$ cat config.mk
export PLATFORM = sky130hd
export DESIGN_NAME = least_loaded_task_dispatcher
export DESIGN_NICKNAME = d
export VERILOG_FILES = /design/src/sv/lltd_pkg.sv /design/src/sv/lltd_datapath.sv /design/src/sv/lltd_ctrl.sv /design/src/sv/least_loaded_task_dispatcher.sv
export SDC_FILE = /design/constraint.sdc
export NUM_CORES = 1
export LEC_CHECK = 0
export BUFFER_PORTS_ARGS = -buffer_cell sky130_fd_sc_hd__buf_2
export CORE_AREA = 2 2 236 122
export CTS_CLUSTER_DIAMETER = 150
export DETAILED_ROUTE_END_ITERATION = 6
export DIE_AREA = 0 0 238 124
export GPL_TIMING_DRIVEN = 0
export PLACE_DENSITY = 0.89
export SLEW_MARGIN = 15
export SYNTH_ARGS = -nofsm -noshare
export SYNTH_HDL_FRONTEND = slang
export SYNTH_SLANG_ARGS = --single-unit
$ cat constraint.sdc
create_clock -name clk -period 6.4 [get_ports clk]
set_clock_uncertainty 0.15 [all_clocks]
set_input_delay 1.6 -clock clk [delete_from_list [all_inputs] [get_ports clk]]
set_output_delay 1.6 -clock clk [all_outputs]
set_load 0.01 [all_outputs]
$ cat src/sv/lltd_pkg.sv
// Shared types and constants of the least-loaded task dispatcher.
// No dependencies; every file but assert_macros.svh refers to it by scoped names.
package lltd_pkg;

  localparam int NODE_NUM = 16;                     // table entries
  localparam int ID_W     = 4;                      // node id width
  localparam int CNT_W    = 5;                      // scan index, holds NODE_NUM
  localparam int TASK_W   = 16;
  localparam int LOAD_W   = 8;
  localparam int NCFG_W   = 5;                      // node_count register width

  localparam logic [TASK_W-1:0] TASK_MAX = '1;
  localparam logic [LOAD_W-1:0] LOAD_MAX = '1;
  localparam logic [NCFG_W-1:0] NCFG_RESET = NCFG_W'(NODE_NUM);

  localparam int APB_DATA_W = 32;
  localparam int APB_ADDR_W = 3;
  localparam logic REG_NODE_COUNT = 1'b0;           // register index

  typedef enum logic [1:0] {
    OP_SPAWN      = 2'd0,
    OP_UPDATE     = 2'd1,
    OP_ACTIVATE   = 2'd2,
    OP_DEACTIVATE = 2'd3
  } op_t;

  typedef enum logic [1:0] {
    KIND_ROUTED   = 2'd0,
    KIND_ACTIVE   = 2'd1,
    KIND_INACTIVE = 2'd2,
    KIND_NONE     = 2'd3
  } kind_t;

  typedef enum logic [1:0] {
    ST_IDLE,
    ST_SCAN,
    ST_ROUTE,
    ST_NOTIFY
  } state_t;

  typedef struct packed {
    logic accept;       // latch the request and apply its immediate writes
    logic scan_step;    // compare one entry against the best so far
    logic route;        // emit the spawn result and bump the chosen count
    logic notify_step;  // emit a notice for one entry if active, advance
    logic commit;       // finish an activate: set flag, clear count and load
  } ctrl_cmd_t;

  typedef struct packed {
    op_t  in_op;
    logic in_range;
    logic idx_end;
    logic cur_active;
    logic out_free;
  } dp_status_t;

endpackage

$ cat src/sv/lltd_datapath.sv
// Datapath of the dispatcher: node table, scan index, best-node tracker
// and the result register. Uses lltd_pkg; driven by lltd_ctrl commands.
module lltd_datapath (
  input  logic                                clk,
  input  logic                                rst,
  input  lltd_pkg::ctrl_cmd_t                 cmd,
  output lltd_pkg::dp_status_t                status,
  input  logic [lltd_pkg::NCFG_W-1:0]         node_count,
  input  logic [1:0]                          opcode,
  input  logic [lltd_pkg::ID_W-1:0]           node_id,
  input  logic [lltd_pkg::TASK_W-1:0]         new_task_count,
  input  logic [lltd_pkg::LOAD_W-1:0]         new_cpu_load,
  output logic                                out_valid,
  input  logic                                out_stall,
  output logic [1:0]                          kind,
  output logic [lltd_pkg::ID_W-1:0]           target_node,
  output logic [lltd_pkg::ID_W-1:0]           about_node,
  output logic                                last
);

  logic [lltd_pkg::TASK_W-1:0] task_counts [lltd_pkg::NODE_NUM];
  logic [lltd_pkg::LOAD_W-1:0] cpu_loads   [lltd_pkg::NODE_NUM];
  logic [lltd_pkg::NODE_NUM-1:0] active_flags;

  lltd_pkg::op_t               op_r;
  logic [lltd_pkg::ID_W-1:0]   id_r;
  logic [lltd_pkg::CNT_W-1:0]  idx;
  logic                        found;
  logic [lltd_pkg::ID_W-1:0]   best_id;
  logic [lltd_pkg::TASK_W-1:0] best_count;

  logic [lltd_pkg::CNT_W-1:0]    span;
  logic [lltd_pkg::ID_W-1:0]     cur;
  logic [lltd_pkg::TASK_W-1:0]   cur_count;
  logic                          better;
  logic [lltd_pkg::NODE_NUM-1:0] rest_mask;
  logic                          notice_last;
  logic                          emit_notice;
  lltd_pkg::kind_t               notice_kind;

  always_comb begin
    if (node_count > lltd_pkg::CNT_W'(lltd_pkg::NODE_NUM)) begin
      span = lltd_pkg::CNT_W'(lltd_pkg::NODE_NUM);
    end else begin
      span = node_count;
    end
  end

  assign cur       = idx[lltd_pkg::ID_W-1:0];
  assign cur_count = task_counts[cur];
  assign better    = active_flags[cur] && (!found || (cur_count < best_count));

  // Active peers above the current index decide whether this notice is last.
  always_comb begin
    for (int j = 0; j < lltd_pkg::NODE_NUM; j++) begin
      rest_mask[j] = (lltd_pkg::CNT_W'(j) > idx) && (lltd_pkg::CNT_W'(j) < span);
    end
  end
  assign notice_last = ~|(active_flags & rest_mask);
  assign emit_notice = cmd.notify_step && active_flags[cur];
  assign notice_kind = (op_r == lltd_pkg::OP_ACTIVATE) ? lltd_pkg::KIND_ACTIVE
                                                      : lltd_pkg::KIND_INACTIVE;

  assign status.in_op      = lltd_pkg::op_t'(opcode);
  assign status.in_range   = ({1'b0, node_id} < span);
  assign status.idx_end    = (idx >= span);
  assign status.cur_active = active_flags[cur];
  assign status.out_free   = !out_valid || !out_stall;

  // Request capture, scan index and best-node tracker.
  always_ff @(posedge clk) begin
    if (cmd.accept) begin
      op_r  <= lltd_pkg::op_t'(opcode);
      id_r  <= node_id;
      idx   <= '0;
      found <= 1'b0;
    end else if (cmd.scan_step) begin
      idx <= idx + 1'b1;
      if (better) begin
        found      <= 1'b1;
        best_id    <= cur;
        best_count <= cur_count;
      end
    end else if (cmd.notify_step) begin
      idx <= idx + 1'b1;
    end
  end

  // Node table.
  always_ff @(posedge clk) begin
    if (rst) begin
      active_flags <= '0;
      for (int j = 0; j < lltd_pkg::NODE_NUM; j++) begin
        task_counts[j] <= lltd_pkg::TASK_MAX;
        cpu_loads[j]   <= lltd_pkg::LOAD_MAX;
      end
    end else if (cmd.accept && status.in_range &&
                 (status.in_op == lltd_pkg::OP_UPDATE)) begin
      task_counts[node_id] <= new_task_count;
      cpu_loads[node_id]   <= new_cpu_load;
    end else if (cmd.accept && status.in_range &&
                 (status.in_op == lltd_pkg::OP_DEACTIVATE)) begin
      active_flags[node_id] <= 1'b0;
    end else if (cmd.commit && (op_r == lltd_pkg::OP_ACTIVATE)) begin
      active_flags[id_r] <= 1'b1;
      task_counts[id_r]  <= '0;
      cpu_loads[id_r]    <= '0;
    end else if (cmd.route && found && (best_count != lltd_pkg::TASK_MAX)) begin
      task_counts[best_id] <= best_count + 1'b1;
    end
  end

  // Result register.
  always_ff @(posedge clk) begin
    if (rst) begin
      out_valid <= 1'b0;
    end else if (cmd.route || emit_notice) begin
      out_valid <= 1'b1;
    end else if (!out_stall) begin
      out_valid <= 1'b0;
    end
  end

  always_ff @(posedge clk) begin
    if (cmd.route) begin
      kind        <= found ? lltd_pkg::KIND_ROUTED : lltd_pkg::KIND_NONE;
      target_node <= found ? best_id : '0;
      about_node  <= '0;
      last        <= 1'b1;
    end else if (emit_notice) begin
      kind        <= notice_kind;
      target_node <= cur;
      about_node  <= id_r;
      last        <= notice_last;
    end
  end

endmodule

$ cat src/sv/lltd_ctrl.sv
// Controller state machine of the dispatcher: sequences scan, route and
// notice phases. Uses lltd_pkg; commands lltd_datapath.
module lltd_ctrl (
  input  logic                  clk,
  input  logic                  rst,
  input  logic                  in_valid,
  output logic                  in_stall,
  input  lltd_pkg::dp_status_t  status,
  output lltd_pkg::ctrl_cmd_t   cmd
);

  lltd_pkg::state_t state, state_next;

  always_ff @(posedge clk) begin
    if (rst) begin
      state <= lltd_pkg::ST_IDLE;
    end else begin
      state <= state_next;
    end
  end

  always_comb begin
    state_next = state;
    cmd        = '0;
    in_stall   = 1'b1;
    unique case (state)
      lltd_pkg::ST_IDLE: begin
        in_stall   = 1'b0;
        cmd.accept = in_valid;
        if (in_valid) begin
          unique case (status.in_op)
            lltd_pkg::OP_SPAWN:  state_next = lltd_pkg::ST_SCAN;
            lltd_pkg::OP_UPDATE: state_next = lltd_pkg::ST_IDLE;
            default: begin
              state_next = status.in_range ? lltd_pkg::ST_NOTIFY : lltd_pkg::ST_IDLE;
            end
          endcase
        end
      end
      lltd_pkg::ST_SCAN: begin
        if (status.idx_end) begin
          state_next = lltd_pkg::ST_ROUTE;
        end else begin
          cmd.scan_step = 1'b1;
        end
      end
      lltd_pkg::ST_ROUTE: begin
        if (status.out_free) begin
          cmd.route  = 1'b1;
          state_next = lltd_pkg::ST_IDLE;
        end
      end
      lltd_pkg::ST_NOTIFY: begin
        if (status.idx_end) begin
          cmd.commit = 1'b1;
          state_next = lltd_pkg::ST_IDLE;
        end else if (!status.cur_active || status.out_free) begin
          cmd.notify_step = 1'b1;
        end
      end
      default: state_next = lltd_pkg::ST_IDLE;
    endcase
  end

endmodule

$ cat src/sv/least_loaded_task_dispatcher.sv
// Top level of the least-loaded task dispatcher: configuration register,
// controller and datapath. Uses lltd_pkg, lltd_ctrl and lltd_datapath.
//
// The block keeps a table of 16 worker nodes (active flag, task count,
// cpu load) and takes one request at a time. A spawn request scans the
// table one entry per clock through a single comparator, then issues one
// result: the active node with the lowest task count (lowest id on a tie),
// whose count is bumped with saturation, or a no-active-node result. A
// spawn then waits in the route state until the output is free. A status
// update overwrites a node's count and load in the accept cycle and gives
// no result. Activate and deactivate walk the table the same way and
// issue one notice per active peer, flagged last on the final one; the
// walk holds on an active peer while the output is stalled. Activate
// notifies the peers as they were before (the node itself included if it
// was already active) and then sets the node active with a cleared count
// and load; deactivate drops the flag first. Requests for a node id at or
// beyond node_count are dropped without result. The result register lets
// the next request be accepted while a result waits. Register node_count
// sits at byte address 0 of the APB port (reset 16, values above 16 act
// as 16); write it only while the block is idle.
module least_loaded_task_dispatcher (
  input  logic                                 clk,
  input  logic                                 rst,
  // request channel
  input  logic                                 in_valid,
  output logic                                 in_stall,
  input  logic [1:0]                           opcode,
  input  logic [lltd_pkg::ID_W-1:0]            node_id,
  input  logic [lltd_pkg::TASK_W-1:0]          new_task_count,
  input  logic [lltd_pkg::LOAD_W-1:0]          new_cpu_load,
  // result channel
  output logic                                 out_valid,
  input  logic                                 out_stall,
  output logic [1:0]                           kind,
  output logic [lltd_pkg::ID_W-1:0]            target_node,
  output logic [lltd_pkg::ID_W-1:0]            about_node,
  output logic                                 last,
  // configuration port
  input  logic                                 psel,
  input  logic                                 penable,
  input  logic                                 pwrite,
  input  logic [lltd_pkg::APB_ADDR_W-1:0]      paddr,
  input  logic [lltd_pkg::APB_DATA_W-1:0]      pwdata,
  output logic [lltd_pkg::APB_DATA_W-1:0]      prdata,
  output logic                                 pready
);

  logic [lltd_pkg::NCFG_W-1:0] node_count;
  logic                        reg_hit;
  lltd_pkg::ctrl_cmd_t         cmd;
  lltd_pkg::dp_status_t        status;

  // Only one register: the word index is the address bit above the byte
  // offset; anything else reads as zero and ignores writes.
  assign pready  = 1'b1;
  assign reg_hit = (paddr[2] == lltd_pkg::REG_NODE_COUNT);

  always_ff @(posedge clk) begin
    if (rst) begin
      node_count <= lltd_pkg::NCFG_RESET;
    end else if (psel && penable && pwrite && pready && reg_hit) begin
      node_count <= pwdata[lltd_pkg::NCFG_W-1:0];
    end
  end

  assign prdata = reg_hit ? lltd_pkg::APB_DATA_W'(node_count) : '0;

  lltd_ctrl u_ctrl (
    .clk      (clk),
    .rst      (rst),
    .in_valid (in_valid),
    .in_stall (in_stall),
    .status   (status),
    .cmd      (cmd)
  );

  lltd_datapath u_dp (
    .clk            (clk),
    .rst            (rst),
    .cmd            (cmd),
    .status         (status),
    .node_count     (node_count),
    .opcode         (opcode),
    .node_id        (node_id),
    .new_task_count (new_task_count),
    .new_cpu_load   (new_cpu_load),
    .out_valid      (out_valid),
    .out_stall      (out_stall),
    .kind           (kind),
    .target_node    (target_node),
    .about_node     (about_node),
    .last           (last)
  );

endmodule

==> reports/metrics.cfg <==
[yosys]
ys_ff_latch = 327
syn_area_per_cell_um2 = 12.6
synth_top_area_share = 0.533
async_reset_ff_frac = 0
synth.most_common_cell = nand2_1
yosysWarnings = 0
synth_edf_count = 288
yosys-top-cells-count = 305 x nand2_1, 288 x edfxtp_1, 85 x mux4_2
synth_ff_type = edfxtp_1
seq_area_frac_synth = 0.581
synthCells = 1282
synth.largest_area_cell = edfxtp_1
netlist_area_um2 = 16200
synth_cell_types = 74
ys_top_cells_by_area = edfxtp_1 53%, mux4_2 12%, nand2_1 7.1%

[sta]
max_freq_mhz = 180
hold_viol = 0
finalSetupViolations = 0
setup-tns-final_ns = 0
rsz0062_at_grt = false
relSlewSlack = 0.0920
slew_violations = 0
finalCriticalPeriod_ns = 5.54
timing.final.crit_share = 0.866
worst_pin_slew_ns = 1.36

[cts]
cts_resized = 0
cts_tree = yes
post_cts_buffers = 0
cts-root-buf = clkbuf_16
cts.sink_count = 327
cts_made_buffers = 28
ctsHoldBuffers = 0
clk_latency_ns = 0.58
h-tree-depth = 1
cts_max_path_buffers = 3
cts.clk_slew.worst_paths_ns = 0.07

[placement]
gp_congestion = 1.03
dpl_cell_area_um2 = 17000
post-dp-hpwl_um = 37500
dp_cells = 1720
port_buffers = 52

[run]
drv_cap = 0

[setup_path]
cp-end-kind = register
path_max_fanout = 16
worstPathRequired_ns = 6.40
arrival_ns = 5.55
timing.rr.end = u_dp.task_counts[11][13]
r2r-start = node_count[4]
startpoint_type = register
rrSetupSlack_ns = 0.86
path_class = register to register
reg2reg_depth = 13
crit_end = u_dp.task_counts[11][13]
critPathLaunch = node_count[4]

[route]
drt-initial-drc-count = 2775
postRouteAntennaNets = 0
drcViolationCount = 0
wire_per_inst_um = 28.8
dr_total_vias = 12200
via_per_inst = 6.90
dr.pass1.iters = 7
drt_wl_total_um = 51100

[global_route]
grt_start_max_net_pins = 21
grt_pass1_vias = 11500
antenna_found_initial = 3
grt_use_total = 0.356
grt_first_pass_wirelength_um = 74100
globalRouteOverflowTotal = 0

[floorplanning]
core_area_um2 = 27300
dieArea_um2 = 29500
die_h_um = 124
fp.dieW_um = 238
rows = 43
ioPinCount = 118
start_util = 0.593

[power_and_ir_drop]
ir_drop_mv = 0.261
power_per_cell_area_nw_per_um2 = 275
p_total_w = 0.00495
p_leak_nw = 5.09

[layout]
fill_cells = 1896
layout-drive-gt1-share = 0.200
instances_no_fill = 1773
seqCellArea_um2 = 9430
nNetsFinal = 1489
finalInstanceArea_um2 = 18000
final_core_util = 0.659
multi_input_area_um2 = 6220
syn_to_final_growth_pct = 11.1

[worst_hold_path]
hold_class = register to register

[run_status]
status = completed

[per-stage QoR]
step	setup slack [ns]	hold WS [ns]
2_1_floorplan	2.04	0.309
3_3_place_gp	1.16	0.301
3_5_place_dp	1.01	0.324
4_1_cts	0.946	0.341
5_1_grt	0.679	0.387
6_report	0.855	0.333
[state kept, by name (all words and copies together) (netlist names), 2 cells and up, named ones only]
signal	cells
u_dp.best_id	4
u_dp.best_count	16
u_dp.target_node	4
node_count	5
u_ctrl.state	2
u_dp.task_counts	256
u_dp.op_r	2
u_dp.active_flags	16
u_dp.about_node	4
u_dp.idx	5
u_dp.kind	2
u_dp.id_r	4
[cells by family after synthesis]
group                      share of synthesized area
other                                       0.000463
xor gates and xnor gates                     0.00810
buffers and inverters                         0.0410
DFF                                            0.581
and+or+nand+nor                                0.158
adders and majority gates                     0.0208
AOI/OAI and AO/OA                             0.0652
muxes                                          0.125
[worst min path at each step]
stage               cells after the start                   from               endpoint
global placement                        2              u_dp.last              u_dp.last
CTS                                     2              u_dp.last              u_dp.last
global route                            2              u_dp.last              u_dp.last
detailed placement                      2              u_dp.last              u_dp.last
floorplan                               2  u_dp.active_flags[14]  u_dp.active_flags[14]
finish                                  2              u_dp.last              u_dp.last
[layout by cell type (no fill, tap or decap), types with 29 or more instances in the layout]
master / count
nand2_1: 305
edfxtp_1: 288
mux4_2: 85
buf_2: 75
nor3_1: 54
nor2_1: 47
clkbuf_1: 46
o21ai_0: 41
dfxtp_1: 39
clkbuf_16: 32
buf_4: 29
[layout make-up]
type,count,area share
antenna,1,0.000139
buffer,108,0.0315
clock buffer,47,0.0515
clock inverter,5,0.00292
inverter,26,0.00542
multi-input combinational,847,0.346
sequential,327,0.523
tap,360,0.0250
timing repair buffer,52,0.0144
[report_power, final]
part / leakage, nW / internal [W] / switching [W] / total (W)
logic: 2.26 / 0.000230 / 0.000513 / 0.000743
registers: 2.34 / 0.00234 / 0.0000267 / 0.00237
clock network: 0.482 / 0.00103 / 0.000810 / 0.00184
total: 5.09 / 0.00360 / 0.00135 / 0.00495
[per-layer routing]
| layer | vias up | track usage | wire [um] | part of all wire |
|---|---|---|---|---|
| li1 | 4948 | - | - | - |
| met1 | 5891 | 0.489 | 18600 | 0.36 |
| met2 | 1254 | 0.456 | 19300 | 0.38 |
| met3 | 137 | 0.230 | 11600 | 0.23 |
| met4 | 4 | 0.0996 | 1450 | 0.028 |
| met5 | - | 0.0286 | 96 | 0.0019 |
[worst max-delay path, stage by stage, from the launching register on]
cell and delay, ns:
dfxtp_1 0.31, clkbuf_1 0.32, clkinv_1 0.44, clkbuf_1 0.38
nand2_1 0.21, ha_1 0.20, a21o_1 0.10, a31oi_1 0.06
o21ai_2 0.55, nand2_1 0.29, a221oi_2 0.78, nor2_1 0.27
clkbuf_1 0.37, a21o_1 0.65
No activity file was read; power rests on OpenSTA's default activity.
